## src/design/pcm_to_one_bit_delta_encoder_top_assert.svh

```systemverilog
// ---------------------------------------------------------------------------
// PCM to one-bit delta encoder: assertion macros
// Concurrent assertion wrappers; empty when SYNTH is defined.
// ---------------------------------------------------------------------------
`ifndef PCM_TO_ONE_BIT_DELTA_ENCODER_TOP_ASSERT_SVH
`define PCM_TO_ONE_BIT_DELTA_ENCODER_TOP_ASSERT_SVH
`ifndef SYNTH
`define PCMDE_ASSERT_NOW(label, clk, rst_n, cond, prop) \
    label: assert property (@(posedge clk) disable iff (!rst_n) (cond) |-> (prop)) \
        else $error("pcmde assertion failed");
`define PCMDE_ASSERT_NEXT(label, clk, rst_n, cond, prop) \
    label: assert property (@(posedge clk) disable iff (!rst_n) (cond) |=> (prop)) \
        else $error("pcmde assertion failed");
`else
`define PCMDE_ASSERT_NOW(label, clk, rst_n, cond, prop)
`define PCMDE_ASSERT_NEXT(label, clk, rst_n, cond, prop)
`endif
`endif

```

## src/design/pcmde_pkg.sv

```systemverilog
// ---------------------------------------------------------------------------
// PCM to one-bit delta encoder: package
// Transaction types, format codes and constants shared by the encoder.
// ---------------------------------------------------------------------------
package pcmde_pkg;

    localparam int SAMPLE_W = 16;
    localparam int LEVEL_W  = 6;
    localparam int FORMAT_W = 3;
    localparam int BYTE_W   = 8;
    localparam int POS_W    = 3;
    localparam int COUNT_W  = 4;
    localparam int ADDR_W   = 3;
    localparam int DATA_W   = 32;

    localparam logic [FORMAT_W-1:0] FMT_U8_MONO     = 3'd0;
    localparam logic [FORMAT_W-1:0] FMT_U8_STEREO   = 3'd1;
    localparam logic [FORMAT_W-1:0] FMT_S16_MONO    = 3'd2;
    localparam logic [FORMAT_W-1:0] FMT_S16_STEREO  = 3'd3;
    localparam logic [FORMAT_W-1:0] FMT_UNSUPPORTED = 3'd4;

    // word index of the format register (paddr[2])
    localparam logic REG_FORMAT = 1'b0;

    localparam logic [LEVEL_W-1:0] LEVEL_MAX     = 6'd63;
    localparam logic [LEVEL_W-1:0] LEVEL_DEFAULT = 6'd32;

    localparam logic signed [16:0] PCM_OFFSET_MONO   = 17'sd32767;
    localparam logic signed [17:0] PCM_OFFSET_STEREO = 18'sd65534;

    typedef struct packed {
        logic signed [SAMPLE_W-1:0] first_channel;
        logic signed [SAMPLE_W-1:0] second_channel;
        logic                       start_of_sample;
        logic                       final_frame;
    } frame_t;

    typedef struct packed {
        logic [BYTE_W-1:0]  packed_bits;
        logic [COUNT_W-1:0] bits_valid;
        logic [LEVEL_W-1:0] start_level;
        logic               is_start_result;
        logic               last_result;
    } result_t;

endpackage

```

## src/design/pcm_to_one_bit_delta_encoder_top.sv

```systemverilog
// ---------------------------------------------------------------------------
// PCM to one-bit delta encoder: top level
// Scales frames, steps the 6-bit delta counter and packs direction bits.
// ---------------------------------------------------------------------------
// Path: a frame goes into the input register, then is scaled, stepped and
// written into the result register; a held result stalls both registers.
// Throughput: one frame per cycle while the output is not stalled. Only frames
// that start a sample, complete a byte or are final give a transaction.
// Reset: counter, bit buffer and valids cleared; format = 8-bit mono.
`include "pcm_to_one_bit_delta_encoder_top_assert.svh"

module pcm_to_one_bit_delta_encoder_top
(
    input  logic                               clk,
    input  logic                               rst_n,
    input  logic                               frame_valid,
    output logic                               frame_ready,
    input  pcmde_pkg::frame_t                  frame,
    output logic                               result_valid,
    input  logic                               result_ready,
    output pcmde_pkg::result_t                 result,
    input  logic                               psel,
    input  logic                               penable,
    input  logic                               pwrite,
    input  logic [pcmde_pkg::ADDR_W-1:0]       paddr,
    input  logic [pcmde_pkg::DATA_W-1:0]       pwdata,
    output logic [pcmde_pkg::DATA_W-1:0]       prdata,
    output logic                               pready
);

    logic [pcmde_pkg::FORMAT_W-1:0] format_reg;
    logic                           s1_valid_reg, s1_valid_next;
    pcmde_pkg::frame_t              s1_frame_reg;
    logic                           res_valid_reg, res_valid_next;
    pcmde_pkg::result_t             res_reg, res_next;
    logic [pcmde_pkg::LEVEL_W-1:0]  delta_reg, delta_next;
    logic [pcmde_pkg::BYTE_W-1:0]   acc_reg, acc_next;
    logic [pcmde_pkg::POS_W-1:0]    pos_reg, pos_next;

    logic                           s1_advance;
    logic                           s1_fire;
    logic                           cfg_write;
    logic [pcmde_pkg::LEVEL_W-1:0]  level;
    logic                           step_up;
    logic [pcmde_pkg::LEVEL_W-1:0]  delta_step;
    logic [pcmde_pkg::BYTE_W-1:0]   acc_set;
    logic [pcmde_pkg::COUNT_W-1:0]  count;
    logic                           emit_bits;

    // config port
    assign pready    = 1'b1;
    assign cfg_write = psel && penable && pwrite && pready;
    assign prdata    = (paddr[2] == pcmde_pkg::REG_FORMAT)
                     ? {{(pcmde_pkg::DATA_W-pcmde_pkg::FORMAT_W){1'b0}}, format_reg}
                     : '0;

    // handshake
    assign s1_advance   = !res_valid_reg || result_ready;
    assign frame_ready  = !s1_valid_reg || s1_advance;
    assign s1_fire      = s1_valid_reg && s1_advance;
    assign result_valid = res_valid_reg;
    assign result       = res_reg;

    pcmde_scale u_scale
    (
        .sample_format  (format_reg),
        .first_channel  (s1_frame_reg.first_channel),
        .second_channel (s1_frame_reg.second_channel),
        .level          (level)
    );

    always_comb
    begin
        if (delta_reg <= level)
        begin
            step_up = (delta_reg != pcmde_pkg::LEVEL_MAX);
        end
        else
        begin
            step_up = (delta_reg == '0);
        end
        delta_step = step_up ? delta_reg + 1'b1 : delta_reg - 1'b1;
        acc_set    = acc_reg | (pcmde_pkg::BYTE_W'(step_up) << pos_reg);
        count      = {1'b0, pos_reg} + 1'b1;
        emit_bits  = count[pcmde_pkg::COUNT_W-1] || s1_frame_reg.final_frame;
    end

    always_comb
    begin
        s1_valid_next  = s1_valid_reg;
        res_valid_next = res_valid_reg;
        res_next       = res_reg;
        delta_next     = delta_reg;
        acc_next       = acc_reg;
        pos_next       = pos_reg;

        if (result_ready)
        begin
            res_valid_next = 1'b0;
        end
        if (s1_advance)
        begin
            s1_valid_next = 1'b0;
        end
        if (frame_valid && frame_ready)
        begin
            s1_valid_next = 1'b1;
        end

        if (s1_fire)
        begin
            if (s1_frame_reg.start_of_sample)
            begin
                delta_next               = level;
                acc_next                 = '0;
                pos_next                 = '0;
                res_valid_next           = 1'b1;
                res_next.packed_bits     = '0;
                res_next.bits_valid      = '0;
                res_next.start_level     = level;
                res_next.is_start_result = 1'b1;
                res_next.last_result     = s1_frame_reg.final_frame;
            end
            else
            begin
                delta_next = delta_step;
                if (emit_bits)
                begin
                    acc_next                 = '0;
                    pos_next                 = '0;
                    res_valid_next           = 1'b1;
                    res_next.packed_bits     = acc_set;
                    res_next.bits_valid      = count;
                    res_next.start_level     = '0;
                    res_next.is_start_result = 1'b0;
                    res_next.last_result     = s1_frame_reg.final_frame;
                end
                else
                begin
                    acc_next = acc_set;
                    pos_next = count[pcmde_pkg::POS_W-1:0];
                end
            end
        end
    end

    always_ff @(posedge clk or negedge rst_n)
    begin
        if (!rst_n)
        begin
            format_reg    <= pcmde_pkg::FMT_U8_MONO;
            s1_valid_reg  <= 1'b0;
            res_valid_reg <= 1'b0;
            delta_reg     <= '0;
            acc_reg       <= '0;
            pos_reg       <= '0;
        end
        else
        begin
            if (cfg_write && paddr[2] == pcmde_pkg::REG_FORMAT)
            begin
                format_reg <= pwdata[pcmde_pkg::FORMAT_W-1:0];
            end
            s1_valid_reg  <= s1_valid_next;
            res_valid_reg <= res_valid_next;
            delta_reg     <= delta_next;
            acc_reg       <= acc_next;
            pos_reg       <= pos_next;
        end
    end

    always_ff @(posedge clk)
    begin
        if (frame_valid && frame_ready)
        begin
            s1_frame_reg <= frame;
        end
        res_reg <= res_next;
    end

    `PCMDE_ASSERT_NOW(a_start_no_bits, clk, rst_n, res_valid_reg && res_reg.is_start_result, res_reg.bits_valid == '0 && res_reg.packed_bits == '0)
    `PCMDE_ASSERT_NOW(a_bits_complete, clk, rst_n, res_valid_reg && !res_reg.is_start_result, res_reg.bits_valid != '0 && (res_reg.bits_valid[3] || res_reg.last_result))
    `PCMDE_ASSERT_NOW(a_acc_clean, clk, rst_n, 1'b1, (acc_reg >> pos_reg) == '0)
    `PCMDE_ASSERT_NEXT(a_start_result, clk, rst_n, s1_fire && s1_frame_reg.start_of_sample, res_valid_reg && res_reg.is_start_result && pos_reg == '0)

endmodule

```

## src/design/pcmde_scale.sv

```systemverilog
// ---------------------------------------------------------------------------
// PCM to one-bit delta encoder: frame scaler
// Maps one PCM frame to a 0..63 level according to the sample format.
// ---------------------------------------------------------------------------
module pcmde_scale
(
    input  logic [pcmde_pkg::FORMAT_W-1:0]        sample_format,
    input  logic signed [pcmde_pkg::SAMPLE_W-1:0] first_channel,
    input  logic signed [pcmde_pkg::SAMPLE_W-1:0] second_channel,
    output logic [pcmde_pkg::LEVEL_W-1:0]         level
);

    logic [8:0]         u8_sum;
    logic signed [16:0] s16_mono;
    logic signed [17:0] s16_stereo;

    assign u8_sum     = {1'b0, first_channel[7:0]} + {1'b0, second_channel[7:0]};
    assign s16_mono   = {first_channel[15], first_channel} + pcmde_pkg::PCM_OFFSET_MONO;
    assign s16_stereo = {{2{first_channel[15]}}, first_channel}
                      + {{2{second_channel[15]}}, second_channel}
                      + pcmde_pkg::PCM_OFFSET_STEREO;

    always_comb
    begin
        case (sample_format)
            pcmde_pkg::FMT_U8_MONO:    level = first_channel[7:2];
            pcmde_pkg::FMT_U8_STEREO:  level = u8_sum[8:3];
            pcmde_pkg::FMT_S16_MONO:   level = s16_mono[16] ? '0 : s16_mono[15:10];
            pcmde_pkg::FMT_S16_STEREO: level = s16_stereo[17] ? '0 : s16_stereo[16:11];
            default:                   level = pcmde_pkg::LEVEL_DEFAULT;
        endcase
    end

endmodule

```

## config.mk

```make
export PLATFORM = sky130hd
export DESIGN_NAME = pcm_to_one_bit_delta_encoder_top
export DESIGN_NICKNAME = d
export VERILOG_FILES = /design/src/design/pcmde_pkg.sv /design/src/design/pcm_to_one_bit_delta_encoder_top.sv /design/src/design/pcmde_scale.sv
export VERILOG_INCLUDE_DIRS = /design/src /design/src/design
export SDC_FILE = /design/constraint.sdc
export NUM_CORES = 1
export LEC_CHECK = 0
export BUFFER_PORTS_ARGS = -buffer_cell sky130_fd_sc_hd__clkbuf_2
export CAP_MARGIN = 20
export CORE_MARGIN = 3
export CORE_UTILIZATION = 50
export CTS_CLUSTER_SIZE = 20
export DETAILED_ROUTE_END_ITERATION = 8
export PLACE_DENSITY = 0.87
export REMOVE_ABC_BUFFERS = 1
export SLEW_MARGIN = 20
export SYNTH_ARGS = -nofsm -noshare
export SYNTH_HDL_FRONTEND = slang
export SYNTH_SLANG_ARGS = --single-unit
```

## constraint.sdc

```tcl
create_clock -name clk -period 7.2 [get_ports clk]
set_clock_uncertainty 0.15 [all_clocks]
set_input_delay 0.36 -clock clk [delete_from_list [all_inputs] [get_ports clk]]
set_output_delay 0.36 -clock clk [all_outputs]
set_load 0.02 [all_outputs]
```

; ---- After elaboration in Yosys (flattened, before gate mapping)
; Cells that the tools add are included.
[classes]
eq_ne = 4
mux = 19
n_addsub = 7
n_bitwise = 2
magnitude_cmp = 1
shift = 1
reduce_logical = 15
[ops]
columns = cell, count
row1 = $mux 6, 4
row2 = $mux 8, 3
row3 = $pmux 6 s4, 1
row4 = $mux 20, 1
row5 = $add 18x16->18 const B, 1
row6 = $add 16x16->17, 1
row7 = $add 16x16->17 const B, 1
row8 = $add 8x8->9, 1
row9 = $mux 3, 3
row10 = $or 8x8->8, 1
row11 = $shl 1x3->8, 1
row12 = $mux 1, 7
row13 = $add 6x1->6 const B, 1
row14 = $eq 3x2->1 const B, 2
row15 = $le 6x6->1, 1
row16 = $logic_not 6->1, 1
row17 = $ne 6x6->1 const B, 1
row18 = $sub 6x1->6 const B, 1
row19 = $logic_and 1x1->1, 5
row20 = $add 3x1->4 const B, 1
row21 = $reduce_bool 2->1, 2
row22 = $eq 3x1->1 const B, 1
row23 = $logic_not 3->1, 1
row24 = $logic_or 1x1->1, 3
row25 = 3 further kinds, 4
[totals]
out_inout_bits = 55
input_bits = 76
wordCells = 64
reg_bits = 76

; ---- Depth between registers and ports, before layout
[depth]
depth_word = 10
mapped_depth = 23
mapped_depth_nobuf = 22

; ---- Cells and area by module
; From an unflattened synthesis, not the netlist that was laid out.
[hier_totals]
cells_unflattened = 514
hier_area_um2 = 5031.1
[by_module_without_submodules]
columns = mod, cells_each, seq_area_each_um2, area_per_inst_um2, n_inst
row1 = pcm_to_one_bit_delta_encoder_top, 280, 2172.1, 3432.0, 1
row2 = pcmde_scale, 234, 0.0, 1599.0, 1

; ---- Worst setup path before layout
; Ideal clock, no wire load.
[synth_path]
kind = reg2reg
start = register s1_frame_reg[22] (netlist bit)
end = register delta_reg[4] (netlist bit)
setup_ps = 126
t_required_ps = 6924
arrival_ps = 5392
synth_period_minus_slack_ps = 5668
path_buffers = 2
path_stages_with_launch = 22
slack_ps = 1532
cell_sequence = edfxtp_1 -> ha_1 -> buf_6 -> a21o_1 -> a21o_1 -> or3_4 -> a2111oi_4 -> o211ai_2 -> and4bb_2 -> a211oi_2 -> a2111oi_4 -> ha_1 -> and4_1 -> a32oi_1 -> mux2i_1 -> clkbuf_1 -> xnor2_1 -> ha_1 -> and4_1 -> a21oi_1 -> mux2_2 -> a221o_1
[synth_via]
elab_chain_cells = 8
elab_cells_between_ends = 11
classes_between = add/sub: 4 / order compare: 1 / mux: 6
[synth_lines]
columns = element, line_no
row1 = from (decl), pcm_to_one_bit_delta_encoder_top.sv:33  ; pcmde_pkg::frame_t s1_frame_reg;
row2 = from (signal assigned), pcm_to_one_bit_delta_encoder_top.sv:176  ; s1_frame_reg <= frame;
row3 = $add 16x16->17, pcmde_scale.sv:20  ; + {{2{second_channel[15]}}, second_channel}
row4 = $add 18x16->18, pcmde_scale.sv:21  ; + pcmde_pkg::PCM_OFFSET_STEREO;
row5 = $mux 6, pcmde_scale.sv:29  ; pcmde_pkg::FMT_S16_STEREO: level = s16_stereo[17] ? '0 : s16_stereo[16:11];
row6 = $pmux 6 s4 *, pcmde_scale.sv:25  ; case (sample_format)
row7 = $le 6x6->1, pcm_to_one_bit_delta_encoder_top.sv:74  ; if (delta_reg <= level)
row8 = $mux 1, pcm_to_one_bit_delta_encoder_top.sv:74
row9 = $mux 6, pcm_to_one_bit_delta_encoder_top.sv:82  ; delta_step = step_up ? delta_reg + 1'b1 : delta_reg - 1'b1;
row10 = $mux 6 *, pcm_to_one_bit_delta_encoder_top.sv:112  ; if (s1_frame_reg.start_of_sample)
row11 = to (signal assigned), pcm_to_one_bit_delta_encoder_top.sv:166  ; delta_reg <= delta_next;
row12 = to (decl), pcm_to_one_bit_delta_encoder_top.sv:36  ; logic [pcmde_pkg::LEVEL_W-1:0] delta_reg, delta_next;
; Mark *: on every way between the ends. The rest lies on a longest branch, timed or not.
; A chain may end at the register's enable or synchronous reset.

; ---- Final worst setup path
; Same ends and word-level chain as after synthesis.

==> reports/summary.md <==
The run gives 10500 um as the sum of routed wire length over all layers. The count of buffers added by post-CTS timing repair for setup is 0, and the buffer depth of the longest clock path is 2. From bottom edge to top edge, the die measures 104 um. Reg-to-reg startpoint: s1_frame_reg[22]. The worst setup path is of the reg2reg kind. In this run the core area contains 35 standard-cell rows.

Clock-pin slew was measured on the worst setup and hold paths at 0.09 ns. The net count reported at finish was 628. The initial utilization of the core area, before any placement, comes to 51.6%. The element type at the critical path end was a flop. The worst hold path terminates at s1_frame_reg[2]. After synthesis, the netlist uses 67 different library cells.

Total negative setup slack: 0 ns. The number of synthesized flops with an enable pin was 54. The floorplan step defined a die boundary enclosing 0.0107 mm^2. The run finished with clean final reports. Subtracting the final worst setup slack from the clock period gives 6.02 ns. The maximum net fanout on the critical path was 13. Beginning of the critical path: s1_frame_reg[22]. The congestion estimate from routability-driven global placement came to 0.883. The share of flip-flops with an asynchronous set or reset after synthesis is 28.9%. Cell taking the most area after synthesis: sky130_fd_sc_hd__edfxtp_1. The mapped netlist covers 0.00477 mm^2. The first detailed-routing pass ran for 6 iterations. In this run the remaining antenna-violating nets after routing total 0. The master cell of the clock root buffer was sky130_fd_sc_hd__clkbuf_8.

Share of the cycle needed by the critical path after routing: 83.6%. Setup repair after global routing left no endpoint under its margin. The tools report the number of global-route vias before repair as 3690. In this run the worst hold path is classified as in2reg. For this design the ratio of total power to cell area is 278 mW/mm^2. The clock tree synthesis step divided the H-tree into 3 levels.

The post-detailed-placement half-perimeter wirelength was 7680 um. TritonCTS built the clock tree. The proportion of layout cells with a drive suffix above 1 works out to 19.5%. The tools report the nature of the critical path startpoint as a flop. IR analysis of the VDD net gives a maximum drop of 0.000182 V. Summing the sequential cell areas from Yosys gives 45.6% of the chip area. The region available for standard cell placement spans 0.00924 mm^2. Dividing the detail-routed via count by the number of cells gives 5.81. For this block, the via count after detailed routing is 3843. After synthesis, the cell types taking the most area are sky130_fd_sc_hd__edfxtp_1, sky130_fd_sc_hd__dfrtp_1, sky130_fd_sc_hd__ha_1, sky130_fd_sc_hd__buf_4, sky130_fd_sc_hd__a21oi_1. The logs give 0 for the max-slew violation total from the final report and 36.8% for the headroom to the max-slew limit. The required time of the critical path was 7.30 ns. The number of antenna violations at the first check in global routing was 0; the number of storage elements in the synthesis netlist was 76. The wire length of the first global-routing pass came out at 17600 um. The run gives 76 as the CTS sink count.

Setup slack on the worst reg-to-reg path comes out at 1.18 ns. Final hold analysis gives a worst-case slack of 0.0195 ns. The highest attainable clock frequency is 166 MHz, and the clock latency of the later-clocked register in the worst-skew pair is 0.36 ns.

The most used flip-flop cell after synthesis is sky130_fd_sc_hd__edfxtp_1. The tool flagged a number of max-cap violations equal to 0. The tools report the number of warnings reported in the yosys synthesis log as 0.

Synthesis produced a netlist whose cell count is 464. The post-synthesis average cell area was 10.3 um^2; the DRC marker count from the first detailed-route iteration was 338. The number of cells on the worst reg-to-reg path is 20.

The count of final hold-check violations is 0, and the global-route congestion overflow total is 0. The tools report the antenna diode count as 0. For the critical path data arrival time, the log shows 6.12 ns. The setup slack of the critical path after layout was 1.18 ns; the layout overhead on the synthesized area was 11.5%.

Setup violations remaining at the end of the flow were counted as 0. The slew at the pin with the worst max-slew slack came out at 0.948 ns. The TritonCTS buffer count is 9. Global routing used 19.8% of the available tracks across all layers.

The count of buffers added on input and output ports is 69. After synthesis, the largest area contributor takes up 34.0% of total cell area. The tools report the largest net degree at the start of global routing as 35. After detailed placement, the total cell area comes to 0.00510 mm^2. The average wire per standard cell was 15.9 um; the horizontal die dimension was 104 um. The worst hold path depth works out to 1. Once layout is done, the placed cells without fillers occupy 0.00532 mm^2. Reg-to-reg critical path endpoint: delta_reg[4]. In the routed design, unresolved DRC markers number 0. The analysis attributes to cell leakage a power of 0.00225 uW. The register with the most flip-flops in the layout has 34 of them. Post-CTS repair changed the size of 0 cells. Beginning of the worst hold path: frame[2]. Worst setup slack before clock tree synthesis: 1.27 ns. In this run the count of I/O pins placed on the die edge is 131.
kinds of logic (layout without fill, tap and decap cells):
logic type                 Yosys count  after routing  share of synthesized area, %
DFF                                 76             76                          45.6
xor gates and xnor gates            15             15                          2.76
muxes                               15             15                          3.33
other                                2             30                         0.157
adders and majority gates           24             24                          6.46
AOI/OAI and AO/OA                  122            122                          18.3
buffers and inverters               63            104                          7.48
and+or+nand+nor                    147            147                          16.0
cells in the final DEF (no fill, tap or decap), types with 3 or more instances in the layout:
cell and count:
sky130_fd_sc_hd__nand3_1 5, sky130_fd_sc_hd__nand2b_1 5, sky130_fd_sc_hd__and4_1 3, sky130_fd_sc_hd__nand4b_1 3, sky130_fd_sc_hd__dfrtp_1 22, sky130_fd_sc_hd__edfxtp_1 54
sky130_fd_sc_hd__buf_4 3, sky130_fd_sc_hd__a221o_1 3, sky130_fd_sc_hd__nand2_1 26, sky130_fd_sc_hd__o21a_1 5, sky130_fd_sc_hd__clkbuf_8 9, sky130_fd_sc_hd__ha_1 23
sky130_fd_sc_hd__nor3b_1 3, sky130_fd_sc_hd__nor4_1 5, sky130_fd_sc_hd__nor2b_1 19, sky130_fd_sc_hd__xnor2_1 11, sky130_fd_sc_hd__a21oi_1 34, sky130_fd_sc_hd__mux2_2 6
sky130_fd_sc_hd__xor2_1 4, sky130_fd_sc_hd__o21bai_1 6, sky130_fd_sc_hd__nor3_1 16, sky130_fd_sc_hd__or3_1 3, sky130_fd_sc_hd__and2_1 6, sky130_fd_sc_hd__a21o_1 10
sky130_fd_sc_hd__o22ai_1 7, sky130_fd_sc_hd__a211oi_1 6, sky130_fd_sc_hd__conb_1 30, sky130_fd_sc_hd__inv_1 15, sky130_fd_sc_hd__mux2i_1 8, sky130_fd_sc_hd__and3_1 4
sky130_fd_sc_hd__a31oi_1 12, sky130_fd_sc_hd__clkbuf_2 69, sky130_fd_sc_hd__o21ai_0 12, sky130_fd_sc_hd__inv_6 3, sky130_fd_sc_hd__nor2_1 40
synthesized netlist by cell type (all sizes together) (8+ instances only):
cell    instances
buf            33
o21ai          14
nor2           41
a21o           10
nand2          26
nor2b          19
a31oi          12
a21oi          35
mux2i           8
clkbuf         15
nor3           16
xnor2          11
inv            15
edfxtp         54
ha             23
dfrtp          22
power breakdown:
part	total (uW)	internal [uW]	switching (uW)
Sequential	600	531	68.9
Combinational	543	223	320
Clock	337	155	182
Total	1480	909	571
area by class of cell:
type | instances | area [um^2]
fillers | 762 | 3920
multi-input cells | 353 | 2350
flip-flops and latches | 76 | 2170
repair buffers | 73 | 378
well taps | 129 | 161
clock buffers | 10 | 149
inverters | 15 | 56.3
clock inverters | 6 | 55.1
timing repair:
action,in CTS,in global routing
endpoints found under the hold margin,22,0
hold buffers,1,0
endpoints found under the setup margin,0,0
worst max-delay path by stage:
stage / endpoint / slack (ns) / cells after the start
2_1_floorplan: delta_reg[4] / 1.45 / 19
3_3_place_gp: delta_reg[4] / 1.41 / 20
3_5_place_dp: delta_reg[4] / 1.27 / 20
4_1_cts: delta_reg[4] / 1.22 / 20
5_1_grt: delta_reg[4] / 0.92 / 21
6_report: delta_reg[4] / 1.18 / 20
routing by layer:
layer / part of all wire, % / GRT usage [%] / vias to the layer above
met5: 0 / 0 / -
met4: 3.0 / 8.07 / 0
met3: 8.4 / 4.30 / 40
met2: 46 / 31.3 / 215
met1: 43 / 26.6 / 1791
li1: - / - / 1797
stage by stage:
step / std cells / power, uW / utilization (%)
after floorplan: 444 / 988 / -
after global placement: 645 / 1100 / 55.2
after detailed placement: 645 / 1140 / 55.2
after CTS: 662 / 1480 / 57.6
after global routing: 662 / 1570 / 57.6
final: 662 / 1480 / 57.6
critical path, stage by stage (launching register included):
cell	delay, ns
sky130_fd_sc_hd__edfxtp_1	0.43
sky130_fd_sc_hd__ha_1	0.42
sky130_fd_sc_hd__a21o_1	0.24
sky130_fd_sc_hd__a21o_1	0.19
sky130_fd_sc_hd__or3_4	0.38
sky130_fd_sc_hd__a2111oi_4	0.40
sky130_fd_sc_hd__o211ai_2	0.19
sky130_fd_sc_hd__and4bb_2	0.40
sky130_fd_sc_hd__a211oi_2	0.10
sky130_fd_sc_hd__a2111oi_4	0.43
sky130_fd_sc_hd__ha_1	0.33
sky130_fd_sc_hd__and4_1	0.22
sky130_fd_sc_hd__a32oi_1	0.34
sky130_fd_sc_hd__mux2i_1	0.24
sky130_fd_sc_hd__buf_4	0.22
sky130_fd_sc_hd__xnor2_1	0.08
sky130_fd_sc_hd__ha_1	0.20
sky130_fd_sc_hd__and4_1	0.17
sky130_fd_sc_hd__a21oi_1	0.16
sky130_fd_sc_hd__mux2_2	0.35
sky130_fd_sc_hd__a221o_1	0.26
Note: power is estimated with default switching activity, not from simulation.
